### config.mk
export PLATFORM = sky130hd
export DESIGN_NAME = radix_digit_converter
export DESIGN_NICKNAME = d
export VERILOG_FILES = /design/src/rtl/rdc_pkg.sv /design/src/rtl/radix_digit_converter.sv /design/src/rtl/rdc_job_fifo.sv /design/src/rtl/rdc_front.sv /design/src/rtl/rdc_back.sv
export SDC_FILE = /design/constraint.sdc
export NUM_CORES = 1
export LEC_CHECK = 0
export BUFFER_PORTS_ARGS = -buffer_cell sky130_fd_sc_hd__buf_2
export CAP_MARGIN = 20
export CORE_MARGIN = 3
export CORE_UTILIZATION = 25
export CTS_CLUSTER_DIAMETER = 40
export CTS_CLUSTER_SIZE = 24
export DETAILED_ROUTE_END_ITERATION = 16
export GPL_ROUTABILITY_DRIVEN = 1
export PLACE_DENSITY = 0.4
export SKIP_LAST_GASP = 1
export SYNTH_ARGS = -nofsm -noshare
export SYNTH_HDL_FRONTEND = slang
export SYNTH_SLANG_ARGS = --single-unit
### constraint.sdc
create_clock -name clk_i -period 9.5 [get_ports clk_i]
set_input_delay 1.9 -clock clk_i [delete_from_list [all_inputs] [get_ports clk_i]]
set_output_delay 1.9 -clock clk_i [all_outputs]
set_load 0.01 [all_outputs]
### src/rtl/rdc_pkg.sv
package rdc_pkg;

  localparam int unsigned RADIX_W   = 5;
  localparam int unsigned DIGIT_W   = 4;
  localparam int unsigned CHAR_W    = 7;
  localparam int unsigned STEP_BITS = 4;

  localparam logic [RADIX_W-1:0] RADIX_MIN   = 5'd2;
  localparam logic [RADIX_W-1:0] RADIX_MAX   = 5'd16;
  localparam logic [RADIX_W-1:0] RADIX_RESET = 5'd10;

  localparam logic [CHAR_W-1:0] CHAR_ZERO     = 7'd48;
  localparam logic [CHAR_W-1:0] LETTER_OFFSET = 7'd7;
  localparam logic [DIGIT_W-1:0] DIGIT_TEN    = 4'd10;

  typedef enum logic {
    FS_IDLE,
    FS_DIV
  } front_state_e;

  typedef enum logic {
    BS_IDLE,
    BS_RUN
  } back_state_e;

  // digit store write from the divider
  typedef struct packed {
    logic               en;
    logic               bank;
    logic [DIGIT_W-1:0] digit;
  } mem_wr_t;

  // back end hands a digit bank back to the front end
  typedef struct packed {
    logic valid;
    logic bank;
  } bank_rel_t;

  function automatic logic [CHAR_W-1:0] digit_to_ascii(input logic [DIGIT_W-1:0] d);
    logic [CHAR_W-1:0] code;
    code = CHAR_ZERO + CHAR_W'(d);
    if (d >= DIGIT_TEN) begin
      code = code + LETTER_OFFSET;
    end
    return code;
  endfunction

endpackage

### src/rtl/radix_digit_converter.sv
// radix_digit_converter
// Converts an unsigned integer into the ASCII digits of a radix from 2 to 16.
// Input stream s_axis: one item per value, the value in tdata.
// Output stream m_axis: one item per character, most significant digit first,
// tlast set on the final character of each value. A zero value gives "0".
// cfg_wr_en_i / cfg_wr_data_i set the radix; out-of-range codes saturate to
// 2 or 16. Write it only while no conversion is in progress.
// The divider makes four quotient bits per cycle through a shared
// restoring divider; the input side takes no new value until the
// current one is fully divided. Once its job is queued, the emitter gives
// one character per cycle from a two-bank digit store while m_axis is not
// stalled. A job queue lets the divider work on the next value while the
// previous one is still being emitted.
// Reset: radix returns to 10, all queues are emptied.
// Output stall: the emitter stops reading; once both digit banks are held
// the input side stops accepting items.
module radix_digit_converter import rdc_pkg::*; #(
  parameter int unsigned VALUE_BITS = 31,
  parameter int unsigned MAX_DIGITS = 31
) (
  input  logic                                 clk_i,
  input  logic                                 rst_ni,
  input  logic                                 cfg_wr_en_i,
  input  logic [RADIX_W-1:0]                   cfg_wr_data_i,
  input  logic                                 s_axis_tvalid_i,
  output logic                                 s_axis_tready_o,
  // tdata: value, zero fill above
  input  logic [((VALUE_BITS + 7) / 8) * 8-1:0] s_axis_tdata_i,
  output logic                                 m_axis_tvalid_o,
  input  logic                                 m_axis_tready_i,
  // tdata: digit_char [6:0], zero at bit 7
  output logic [7:0]                           m_axis_tdata_o,
  output logic                                 m_axis_tlast_o
);

  localparam int unsigned IDX_W = $clog2(MAX_DIGITS);
  localparam int unsigned CNT_W = $clog2(MAX_DIGITS + 1);

  bank_rel_t        bank_rel;
  mem_wr_t          mem_wr;
  logic [IDX_W-1:0] mem_wr_idx;
  logic             job_push, job_pop, job_empty, job_full;
  logic [CNT_W:0]   job_push_data, job_pop_data;

  rdc_front #(
    .VALUE_BITS(VALUE_BITS),
    .MAX_DIGITS(MAX_DIGITS),
    .IDX_W     (IDX_W),
    .CNT_W     (CNT_W)
  ) u_front (
    .clk_i        (clk_i),
    .rst_ni       (rst_ni),
    .cfg_wr_en_i  (cfg_wr_en_i),
    .cfg_wr_data_i(cfg_wr_data_i),
    .in_valid_i   (s_axis_tvalid_i),
    .in_value_i   (s_axis_tdata_i[VALUE_BITS-1:0]),
    .in_ready_o   (s_axis_tready_o),
    .bank_rel_i   (bank_rel),
    .job_push_o   (job_push),
    .job_data_o   (job_push_data),
    .mem_wr_o     (mem_wr),
    .mem_wr_idx_o (mem_wr_idx)
  );

  rdc_job_fifo #(
    .WIDTH(CNT_W + 1)
  ) u_job_fifo (
    .clk_i      (clk_i),
    .rst_ni     (rst_ni),
    .push_i     (job_push),
    .push_data_i(job_push_data),
    .pop_i      (job_pop),
    .pop_data_o (job_pop_data),
    .empty_o    (job_empty),
    .full_o     (job_full)
  );

  rdc_back #(
    .MAX_DIGITS(MAX_DIGITS),
    .IDX_W     (IDX_W),
    .CNT_W     (CNT_W)
  ) u_back (
    .clk_i          (clk_i),
    .rst_ni         (rst_ni),
    .mem_wr_i       (mem_wr),
    .mem_wr_idx_i   (mem_wr_idx),
    .job_valid_i    (!job_empty),
    .job_data_i     (job_pop_data),
    .job_pop_o      (job_pop),
    .bank_rel_o     (bank_rel),
    .m_axis_tvalid_o(m_axis_tvalid_o),
    .m_axis_tready_i(m_axis_tready_i),
    .m_axis_tdata_o (m_axis_tdata_o),
    .m_axis_tlast_o (m_axis_tlast_o)
  );

`ifndef SYNTHESIS
  // bank ownership keeps the job queue from overflowing
  a_push_not_full: assert property (@(posedge clk_i) disable iff (!rst_ni)
    job_push |-> !job_full)
    else $error("job pushed into full queue");

  a_pop_not_empty: assert property (@(posedge clk_i) disable iff (!rst_ni)
    job_pop |-> !job_empty)
    else $error("job popped from empty queue");

  // the divider never writes a bank that the emitter is just handing back
  a_bank_exclusive: assert property (@(posedge clk_i) disable iff (!rst_ni)
    (mem_wr.en && bank_rel.valid) |-> (mem_wr.bank != bank_rel.bank))
    else $error("digit write into bank being released");

  // a job is queued only on the cycle the last digit is written
  a_push_with_write: assert property (@(posedge clk_i) disable iff (!rst_ni)
    job_push |-> mem_wr.en)
    else $error("job pushed without final digit write");
`endif

endmodule

### src/rtl/rdc_job_fifo.sv
module rdc_job_fifo import rdc_pkg::*; #(
  parameter int unsigned WIDTH = 6
) (
  input  logic             clk_i,
  input  logic             rst_ni,
  input  logic             push_i,
  input  logic [WIDTH-1:0] push_data_i,
  input  logic             pop_i,
  output logic [WIDTH-1:0] pop_data_o,
  output logic             empty_o,
  output logic             full_o
);

  logic [WIDTH-1:0] ent_q [2];
  logic             wr_ptr_q, wr_ptr_d;
  logic             rd_ptr_q, rd_ptr_d;
  logic [1:0]       cnt_q, cnt_d;
  logic             do_push, do_pop;

  assign empty_o    = (cnt_q == 2'd0);
  assign full_o     = (cnt_q == 2'd2);
  assign pop_data_o = ent_q[rd_ptr_q];
  assign do_push    = push_i && !full_o;
  assign do_pop     = pop_i && !empty_o;

  always_comb begin
    wr_ptr_d = wr_ptr_q ^ do_push;
    rd_ptr_d = rd_ptr_q ^ do_pop;
    cnt_d    = cnt_q + 2'(do_push) - 2'(do_pop);
  end

  always_ff @(posedge clk_i or negedge rst_ni) begin
    if (!rst_ni) begin
      wr_ptr_q <= 1'b0;
      rd_ptr_q <= 1'b0;
      cnt_q    <= 2'd0;
    end else begin
      wr_ptr_q <= wr_ptr_d;
      rd_ptr_q <= rd_ptr_d;
      cnt_q    <= cnt_d;
    end
  end

  always_ff @(posedge clk_i) begin
    if (do_push) begin
      ent_q[wr_ptr_q] <= push_data_i;
    end
  end

endmodule

### src/rtl/rdc_front.sv
module rdc_front import rdc_pkg::*; #(
  parameter int unsigned VALUE_BITS = 31,
  parameter int unsigned MAX_DIGITS = 31,
  parameter int unsigned IDX_W      = 5,
  parameter int unsigned CNT_W      = 5
) (
  input  logic                  clk_i,
  input  logic                  rst_ni,
  input  logic                  cfg_wr_en_i,
  input  logic [RADIX_W-1:0]    cfg_wr_data_i,
  input  logic                  in_valid_i,
  input  logic [VALUE_BITS-1:0] in_value_i,
  output logic                  in_ready_o,
  input  bank_rel_t             bank_rel_i,
  output logic                  job_push_o,
  output logic [CNT_W:0]        job_data_o,
  output mem_wr_t               mem_wr_o,
  output logic [IDX_W-1:0]      mem_wr_idx_o
);

  localparam int unsigned PAD_BITS = ((VALUE_BITS + STEP_BITS - 1) / STEP_BITS) * STEP_BITS;
  localparam int unsigned NSTEP    = PAD_BITS / STEP_BITS;
  localparam int unsigned STEP_W   = $clog2(NSTEP + 1);

  front_state_e        state_q, state_d;
  logic [RADIX_W-1:0]  radix_q, radix_d;
  logic [PAD_BITS-1:0] work_q, work_d;
  logic [DIGIT_W-1:0]  rem_q, rem_d;
  logic [STEP_W-1:0]   step_q, step_d;
  logic [CNT_W-1:0]    cnt_q, cnt_d;
  logic                bank_q, bank_d;
  logic                next_bank_q, next_bank_d;
  logic [1:0]          busy_q, busy_d;

  logic                accept;
  logic                last_step;
  logic                div_done;
  logic [DIGIT_W:0]    div_rem;
  logic [PAD_BITS-1:0] div_work;

  // restoring long division, STEP_BITS quotient bits per cycle
  always_comb begin
    div_rem  = {1'b0, rem_q};
    div_work = work_q;
    for (int i = 0; i < STEP_BITS; i++) begin
      div_rem  = {div_rem[DIGIT_W-1:0], div_work[PAD_BITS-1]};
      div_work = {div_work[PAD_BITS-2:0], 1'b0};
      if (div_rem >= radix_q) begin
        div_rem     = div_rem - radix_q;
        div_work[0] = 1'b1;
      end
    end
  end

  assign last_step = (step_q == STEP_W'(NSTEP - 1));
  assign div_done  = last_step &&
                     ((div_work == '0) || (cnt_q == CNT_W'(MAX_DIGITS - 1)));

  // next state
  always_comb begin
    state_d = state_q;
    unique case (state_q)
      FS_IDLE: begin
        if (accept) begin
          state_d = FS_DIV;
        end
      end
      FS_DIV: begin
        if (div_done) begin
          state_d = FS_IDLE;
        end
      end
      default: state_d = FS_IDLE;
    endcase
  end

  // outputs
  always_comb begin
    in_ready_o   = 1'b0;
    job_push_o   = 1'b0;
    mem_wr_o     = '0;
    mem_wr_idx_o = cnt_q[IDX_W-1:0];
    unique case (state_q)
      FS_IDLE: begin
        in_ready_o = !busy_q[next_bank_q];
      end
      FS_DIV: begin
        mem_wr_o.en    = last_step;
        mem_wr_o.bank  = bank_q;
        mem_wr_o.digit = div_rem[DIGIT_W-1:0];
        job_push_o     = div_done;
      end
      default: ;
    endcase
  end

  assign accept     = in_valid_i && in_ready_o;
  assign job_data_o = {bank_q, cnt_q + CNT_W'(1)};

  // datapath
  always_comb begin
    radix_d     = radix_q;
    work_d      = work_q;
    rem_d       = rem_q;
    step_d      = step_q;
    cnt_d       = cnt_q;
    bank_d      = bank_q;
    next_bank_d = next_bank_q;
    busy_d      = busy_q;

    if (cfg_wr_en_i) begin
      if (cfg_wr_data_i < RADIX_MIN) begin
        radix_d = RADIX_MIN;
      end else if (cfg_wr_data_i > RADIX_MAX) begin
        radix_d = RADIX_MAX;
      end else begin
        radix_d = cfg_wr_data_i;
      end
    end

    if (bank_rel_i.valid) begin
      busy_d[bank_rel_i.bank] = 1'b0;
    end

    if (accept) begin
      work_d                = PAD_BITS'(in_value_i);
      rem_d                 = '0;
      step_d                = '0;
      cnt_d                 = '0;
      bank_d                = next_bank_q;
      next_bank_d           = !next_bank_q;
      busy_d[next_bank_q]   = 1'b1;
    end else if (state_q == FS_DIV) begin
      work_d = div_work;
      rem_d  = div_rem[DIGIT_W-1:0];
      step_d = step_q + STEP_W'(1);
      if (last_step) begin
        // start the next division on the fresh quotient
        rem_d  = '0;
        step_d = '0;
        cnt_d  = cnt_q + CNT_W'(1);
      end
    end
  end

  always_ff @(posedge clk_i or negedge rst_ni) begin
    if (!rst_ni) begin
      state_q     <= FS_IDLE;
      radix_q     <= RADIX_RESET;
      step_q      <= '0;
      cnt_q       <= '0;
      bank_q      <= 1'b0;
      next_bank_q <= 1'b0;
      busy_q      <= '0;
    end else begin
      state_q     <= state_d;
      radix_q     <= radix_d;
      step_q      <= step_d;
      cnt_q       <= cnt_d;
      bank_q      <= bank_d;
      next_bank_q <= next_bank_d;
      busy_q      <= busy_d;
    end
  end

  always_ff @(posedge clk_i) begin
    work_q <= work_d;
    rem_q  <= rem_d;
  end

endmodule

### src/rtl/rdc_back.sv
module rdc_back import rdc_pkg::*; #(
  parameter int unsigned MAX_DIGITS = 31,
  parameter int unsigned IDX_W      = 5,
  parameter int unsigned CNT_W      = 5
) (
  input  logic             clk_i,
  input  logic             rst_ni,
  input  mem_wr_t          mem_wr_i,
  input  logic [IDX_W-1:0] mem_wr_idx_i,
  input  logic             job_valid_i,
  input  logic [CNT_W:0]   job_data_i,
  output logic             job_pop_o,
  output bank_rel_t        bank_rel_o,
  output logic             m_axis_tvalid_o,
  input  logic             m_axis_tready_i,
  output logic [7:0]       m_axis_tdata_o,
  output logic             m_axis_tlast_o
);

  back_state_e        state_q, state_d;
  logic               bank_q, bank_d;
  logic [IDX_W-1:0]   k_q, k_d;
  logic               inflight_q, inflight_last_q;
  logic [DIGIT_W-1:0] rd_data_q;
  logic [DIGIT_W-1:0] mem_q [2][MAX_DIGITS];

  // two-entry output queue of {last, char}
  logic [CHAR_W:0]    ob_q [2];
  logic               ob_wr_q, ob_rd_q;
  logic [1:0]         ob_cnt_q, ob_cnt_d;
  logic               out_pop;
  logic [1:0]         occ_sum;
  logic               issue;
  logic               issue_last;

  assign out_pop         = m_axis_tvalid_o && m_axis_tready_i;
  assign m_axis_tvalid_o = (ob_cnt_q != 2'd0);
  assign m_axis_tdata_o  = {1'b0, ob_q[ob_rd_q][CHAR_W-1:0]};
  assign m_axis_tlast_o  = ob_q[ob_rd_q][CHAR_W];

  // a read may start only if its char will find room in the output queue
  assign occ_sum    = ob_cnt_q + 2'(inflight_q) - 2'(out_pop);
  assign issue_last = (k_q == '0);

  // next state
  always_comb begin
    state_d = state_q;
    unique case (state_q)
      BS_IDLE: begin
        if (job_valid_i) begin
          state_d = BS_RUN;
        end
      end
      BS_RUN: begin
        if (issue && issue_last) begin
          state_d = BS_IDLE;
        end
      end
      default: state_d = BS_IDLE;
    endcase
  end

  // outputs
  always_comb begin
    job_pop_o  = 1'b0;
    issue      = 1'b0;
    bank_rel_o = '0;
    unique case (state_q)
      BS_IDLE: begin
        job_pop_o = job_valid_i;
      end
      BS_RUN: begin
        issue            = (occ_sum < 2'd2);
        bank_rel_o.valid = issue && issue_last;
        bank_rel_o.bank  = bank_q;
      end
      default: ;
    endcase
  end

  always_comb begin
    bank_d = bank_q;
    k_d    = k_q;
    if (job_pop_o) begin
      bank_d = job_data_i[CNT_W];
      k_d    = IDX_W'(job_data_i[CNT_W-1:0] - CNT_W'(1));
    end else if (issue && !issue_last) begin
      k_d = k_q - IDX_W'(1);
    end
    ob_cnt_d = ob_cnt_q + 2'(inflight_q) - 2'(out_pop);
  end

  always_ff @(posedge clk_i or negedge rst_ni) begin
    if (!rst_ni) begin
      state_q    <= BS_IDLE;
      inflight_q <= 1'b0;
      ob_wr_q    <= 1'b0;
      ob_rd_q    <= 1'b0;
      ob_cnt_q   <= 2'd0;
    end else begin
      state_q    <= state_d;
      inflight_q <= issue;
      ob_wr_q    <= ob_wr_q ^ inflight_q;
      ob_rd_q    <= ob_rd_q ^ out_pop;
      ob_cnt_q   <= ob_cnt_d;
    end
  end

  always_ff @(posedge clk_i) begin
    bank_q <= bank_d;
    k_q    <= k_d;
    if (issue) begin
      inflight_last_q <= issue_last;
    end
    if (inflight_q) begin
      ob_q[ob_wr_q] <= {inflight_last_q, digit_to_ascii(rd_data_q)};
    end
  end

  // digit store, two banks so the divider can run ahead of the emitter
  always_ff @(posedge clk_i) begin
    if (mem_wr_i.en) begin
      mem_q[mem_wr_i.bank][mem_wr_idx_i] <= mem_wr_i.digit;
    end
    if (issue) begin
      rd_data_q <= mem_q[bank_q][k_q];
    end
  end

endmodule

# Word-level counts from Yosys, hierarchy flattened
# Memory sizes are Yosys's and may differ from the RTL's. A register that Yosys moved wholly into a read port is not among the register bits.
# Cells that the tools add are included.
# word_totals
output_inout_bits	11
word_cells	148
ff_bits	76
n_memories	3
mem_bits_rw	276
# mem_list
name	words	word_bits	rd	rd_clocked_by_memory_dff	wr	line_no	source
u_back.mem_q	2	124	1	1	1	rdc_back.sv:25	logic [DIGIT_W-1:0] mem_q [2][MAX_DIGITS];
u_back.ob_q	2	8	1	0	1	rdc_back.sv:28	logic [CHAR_W:0] ob_q [2];
u_job_fifo.ent_q	2	6	1	0	1	rdc_job_fifo.sv:14	logic [WIDTH-1:0] ent_q [2];
# classes
reduce_logical	25
bitwise	11
order_cmp	15
eq_ne	3
mux	55
n_addsub	14
# op_table
cell	count
two-way mux 124 bit	1
two-way mux 31 bit	2
two-way mux 4 bit	11
two-way mux 5 bit	7
zero test 32 bit	1
two-way mux 1 bit	22
binary-select mux 4 bit (select 5 bit)	1
demux 4 bit (select 5 bit)	1
greater-or-equal comparator 5 bit	4
subtractor 4 bit	4
two-way mux 7 bit	2
greater-or-equal comparator 6 bit, second input constant	2
inverter 5 -> 6 bit	2
logical AND 1 bit	11
subtractor 5 x 1 -> 5 bit, second input constant	2
nonzero test 2 bit	4
adder 6 x 4 -> 7 bit, first input constant	1
adder 7 x 3 -> 7 bit, second input constant	1
< comparator 6 x 1 -> 1 bit, second input constant	1
two-way mux 2 bit	3
two-way mux 6 bit	1
adder 5 x 1 -> 5 bit, second input constant	1
equality test 5 bit, second input constant	1
greater-than comparator 5 bit, second input constant	1
other kinds (22)	36

# Longest topological paths before layout
# logic_depth
word_depth	15
mapped_depth	26
depth_no_buf	25

# Hierarchy
# From an unflattened synthesis, not the netlist that was laid out.
# hier_totals
cells_unflattened	1017
area_unflattened_um2	15488.6
# modules_own_cells
mod	cells_each	instances	area_each_um2
rdc_back	605	1	11434.7
rdc_front	372	1	3360.7
rdc_job_fifo	39	1	689.4
radix_digit_converter	1	1	3.8

# Worst setup path before layout
# OpenSTA, ideal clock, no wires.
# synth_timing
path_type	reg-to-reg
start	register u_front.radix_q[1]
end	memory u_back.mem_q[0][103] (netlist bit), data pin
setup_slack_ns	1.317
arrival_ns	7.517
path_buffers	1
synth_period_minus_slack_ns	8.183
stages_incl_launch_ff	26
cell_sequence	dfstp_2 inv_1 ha_1 nand2_1 o21ai_1 a21o_1 mux2_4 ha_1 a21o_1 a31oi_1 o21a_1 buf_2 mux2i_1 ha_1 a21o_1 a31oi_1 o21a_1 o211ai_1 a21boi_0 ha_1 a21o_1 a31oi_1 o21ai_1 a21oi_1 a21boi_1 nor3_1
# synth_rtl
element	line_no	source
start: declaration	rdc_front.sv:26	logic [RADIX_W-1:0] radix_q, radix_d;
start signal: assignment	rdc_front.sv:157	radix_q <= radix_d;
end: declaration	rdc_back.sv:25	

==> run_results.csv <==
group,metric,value,unit
timing,finalHoldViolCount,0,
routing,wl_met2,17300,um
synthesis,ys_top_cells_by_count,"edfxtp_1, nand2_1, nor2_1, mux2i_1, mux4_2",
place,post-place-ws,1.81,ns
synthesis,synth_compound_area_share,6.16,%
floorplan,coreArea,0.0605,mm^2
grt,antenna_found_initial,0,
floorplan,die_h,254,um
timing,tightest_slew,0.994,ns
timing,setup_slack,2.02,ns
critical_path,cp-start-kind,"flop",
routing,wl_per_cell,19.2,um
synthesis,muxShareOfSynthArea,10.4,%
timing,fin_skew,0.0488,ns
place,placed_cell_area,0.0164,mm^2
synthesis,yosysSeqAreaShare,67.9,%
critical_path,timing.critical_path.depth,24,
outcome,outcome,"finished clean",
critical_path,cp_max_fo,41,
critical_path,cp_data_arrival_time,7.87,ns
cts,cts_root_buf,"clkbuf_16",
critical_path,path_buf_inv,2,
critical_path,crit_type,"reg2reg",
job,drv_cap,0,
cts,numClockSinks,353,
timing,slew_viol_final,0,
synthesis,synth_most_common_cell,"edfxtp_1",
cells_and_area,layout-drive-gt1-share,20.4,%
power_and_ir_drop,ir_worst_vdd,372,uV
cts,cts_resized,0,
power_and_ir_drop,powerDensity,351,mW/mm^2
cells_and_area,fin_cells,1956,
routing,drt_wl_total,37600,um
synthesis,syn_avg_cell_area,14.7,um^2
floorplan,pin_count,53,
floorplan,row_count,90,
synthesis,synth_cells,1045,
critical_path,worstReg2RegEnd,"u_back.mem_q[1][0]$_DFFE_PP_",
routing,wl_met3,1620,um
timing,slew-limit-headroom,33.8,%
synthesis,synth-simple-area-share,8.13,%
routing,antenna_left,0,
synthesis,synth_top_family_by_area,"multiplexers",
cells_and_area,design_area,0.0185,mm^2
cells_and_area,finalCoreUtilization,30.6,%
critical_path,slowest_stage,"nor2_4",
critical_path,r2r-start,"u_front.radix_q[1]$_DFFE_PN1P_",
cts,clkTransAtPathRegs,0.06,ns
critical_path,crit_chain,"inv_1, ha_1, nand2_1, o21ai_1, a21o_1, mux2_4, ha_1, a21o_1, a31oi_1, o21a_1, mux2i_1, ha_1, a21o_1, a31oi_1, o21a_1, o211ai_1, a21boi_0, ha_1, a21o_1, a31oi_1, o21ai_1, o21ai_0, nor2_4, buf_4",
critical_path,worstSetupEndpoint,"u_back.mem_q[1][0]$_DFFE_PP_",
timing,finalSetupViolCount,0,
routing,dr.max_layer_used,"met4",
synthesis,syn_nets,1125,
routing,route.detailed.drc,0,
grt,grt_overflow_total,0,
critical_path,cp.required,9.90,ns
routing,dr_total_vias,8672,
synthesis,synth_cell_types,64,
place,hpwlAfterDp,24000,um
grt,grt_pass1_wl,56800,um
cells_and_area,antennaDiodeCount,0,
synthesis,synthAdderAreaFrac,3.30,%
routing,drtPass1Iterations,5,
cts,ctsHoldBuffers,0,
critical_path,cpLargestDelayFamily,"compound AO/OA/AOI/OAI gates",
cts,cts_buffer_depth,3,
place,dp.cells,1842,
synthesis,yosysTopAreaCell,"edfxtp_1",
critical_path,cp-end-kind,"flop",
synthesis,async_flop_share,8.22,%
timing,finalCritPeriodShare,78.7,%
cts,post_cts_buffers,0,
timing,fmax,0.134,GHz
synthesis,netlist_area,0.0153,mm^2
critical_path,rr_worst_depth,24,
grt,grt_pass1_vias,9018,
cts,htreeDepth,2,
critical_path,reg2reg_slack,2.02,ns
critical_path,crit_path_start,"u_front.radix_q[1]$_DFFE_PN1P_",
timing,rsz0062_at_grt,"no",
synthesis,synth_warnings,0,
floorplan,die_x,254,um
synthesis,synthFlopType,"edfxtp_1",
floorplan,die_area,0.0643,mm^2
synthesis,synth_top_area_share,62.4,%
routing,wl_met1,17600,um
place,place_congestion,0.746,
synthesis,synth_edf_count,318,
timing,period_needed,7.48,ns
synthesis,synth-xor-area-share,1.49,%
synthesis,ys_seq_elements,353,
critical_path,max_stage_delay,0.77,ns
cts,cts_tree,"built",
synthesis,synth_area_leaders,"edfxtp_1, mux4_2, dfrtp_1",
place,portBuffers,50,
timing,fin_tns_setup,0,ns
cts,cts_made_buffers,60,
grt,grt_usage,11.9,%
cells_and_area,area_growth,20.9,%
grt,grt_start_max_net_pins,63,
routing,drt-initial-drc-count,467,
cts,clk_latency,0.64,ns
floorplan,start_util,25.3,%
worst_hold_path,holdCritPathClass,"reg2reg",
cells_and_area,fin_nets,1203,
power_and_ir_drop,power.leakage,6.33,nW
routing,viasPerCell,4.43,
-- cells in the final DEF (no fill, tap or decap), drive strengths merged, types with 13 or more instances in the layout --
cell | Yosys | routed
o22ai | 13 | 13
mux2 | 14 | 14
nand2 | 132 | 132
edfxtp | 318 | 318
o21ai | 28 | 28
clkbuf | 21 | 67
inv | 40 | 47
buf | 26 | 62
a21oi | 31 | 31
clkinv | 0 | 22
mux4 | 41 | 41
nor2 | 101 | 101
dfrtp | 27 | 27
ha | 34 | 34
xnor2 | 18 | 18
mux2i | 51 | 51
-- flip-flops by register name, summed over array words and instances, names as in the netlist, 2 cells and up, named ones only --
signal                cells
u_back.k_q                5
u_back.mem_q            248
u_back.ob_cnt_q           2
u_back.ob_q              16
u_back.rd_data_q          4
u_front.busy_q            2
u_front.mem_wr_idx_o      5
u_front.radix_q           5
u_front.rem_q             4
u_front.step_q            4
u_front.work_q           32
u_job_fifo.cnt_q          2
u_job_fifo.ent_q         12
-- routing by layer --
metal	vias up	GRT usage, %
li1	4111	-
met1	4326	16.1
met2	158	18.6
met3	77	2.50
met4	0	4.71
met5	-	0
-- cell type report --
cell class	count	area, um^2
timing repair buffer	63	345
multi-input combinational	605	4550
inverter	40	150
fill	5993	42000
sequential	353	10400
clock buffer	66	1540
tap	782	978
clock inverter	47	544
-- per-stage QoR --
stage	hold slack, ns	power, mW
floorplan	0.421	3.67
global route	0.456	6.87
detailed placement	0.431	4.44
CTS	0.444	6.64
finish	0.452	6.50
global placement	0.426	4.39
-- how the worst min path moves through the flow --
stage / cells after the start / slack [ns] / endpoint / from
2_1_floorplan: 0 / 0.42 / u_back.ob_q[0][7]$_DFFE_PP_ / u_back.inflight_last_q$_DFFE_PP_
3_3_place_gp: 0 / 0.43 / u_back.ob_q[0][7]$_DFFE_PP_ / u_back.inflight_last_q$_DFFE_PP_
3_5_place_dp: 0 / 0.43 / u_back.ob_q[0][7]$_DFFE_PP_ / u_back.inflight_last_q$_DFFE_PP_
4_1_cts: 0 / 0.44 / u_back.ob_q[1][7]$_DFFE_PP_ / u_back.inflight_last_q$_DFFE_PP_
5_1_grt: 0 / 0.46 / u_back.ob_q[0][7]$_DFFE_PP_ / u_back.inflight_last_q$_DFFE_PP_
6_report: 0 / 0.45 / u_back.ob_q[1][7]$_DFFE_PP_ / u_back.inflight_last_q$_DFFE_PP_
-- cells by family after synthesis --
kind of cell,count (synthesis)
adder cells (fa/ha/maj),38
other,1
multiplexers,106
XOR/XNOR,26
flip-flops,353
buffers and inverters,87
AND/OR/NAND/NOR,291
AO/OA/AOI/OAI,143
-- report_power, final --
group	switching [mW]	total [mW]	leakage, nW	internal, mW
logic	1.20	1.56	2.01	0.356
registers	0.0784	2.76	3.34	2.69
clock network	0.818	2.18	0.979	1.36
total	2.10	6.50	6.33	4.40
No activity file was read; power rests on OpenSTA's default activity.
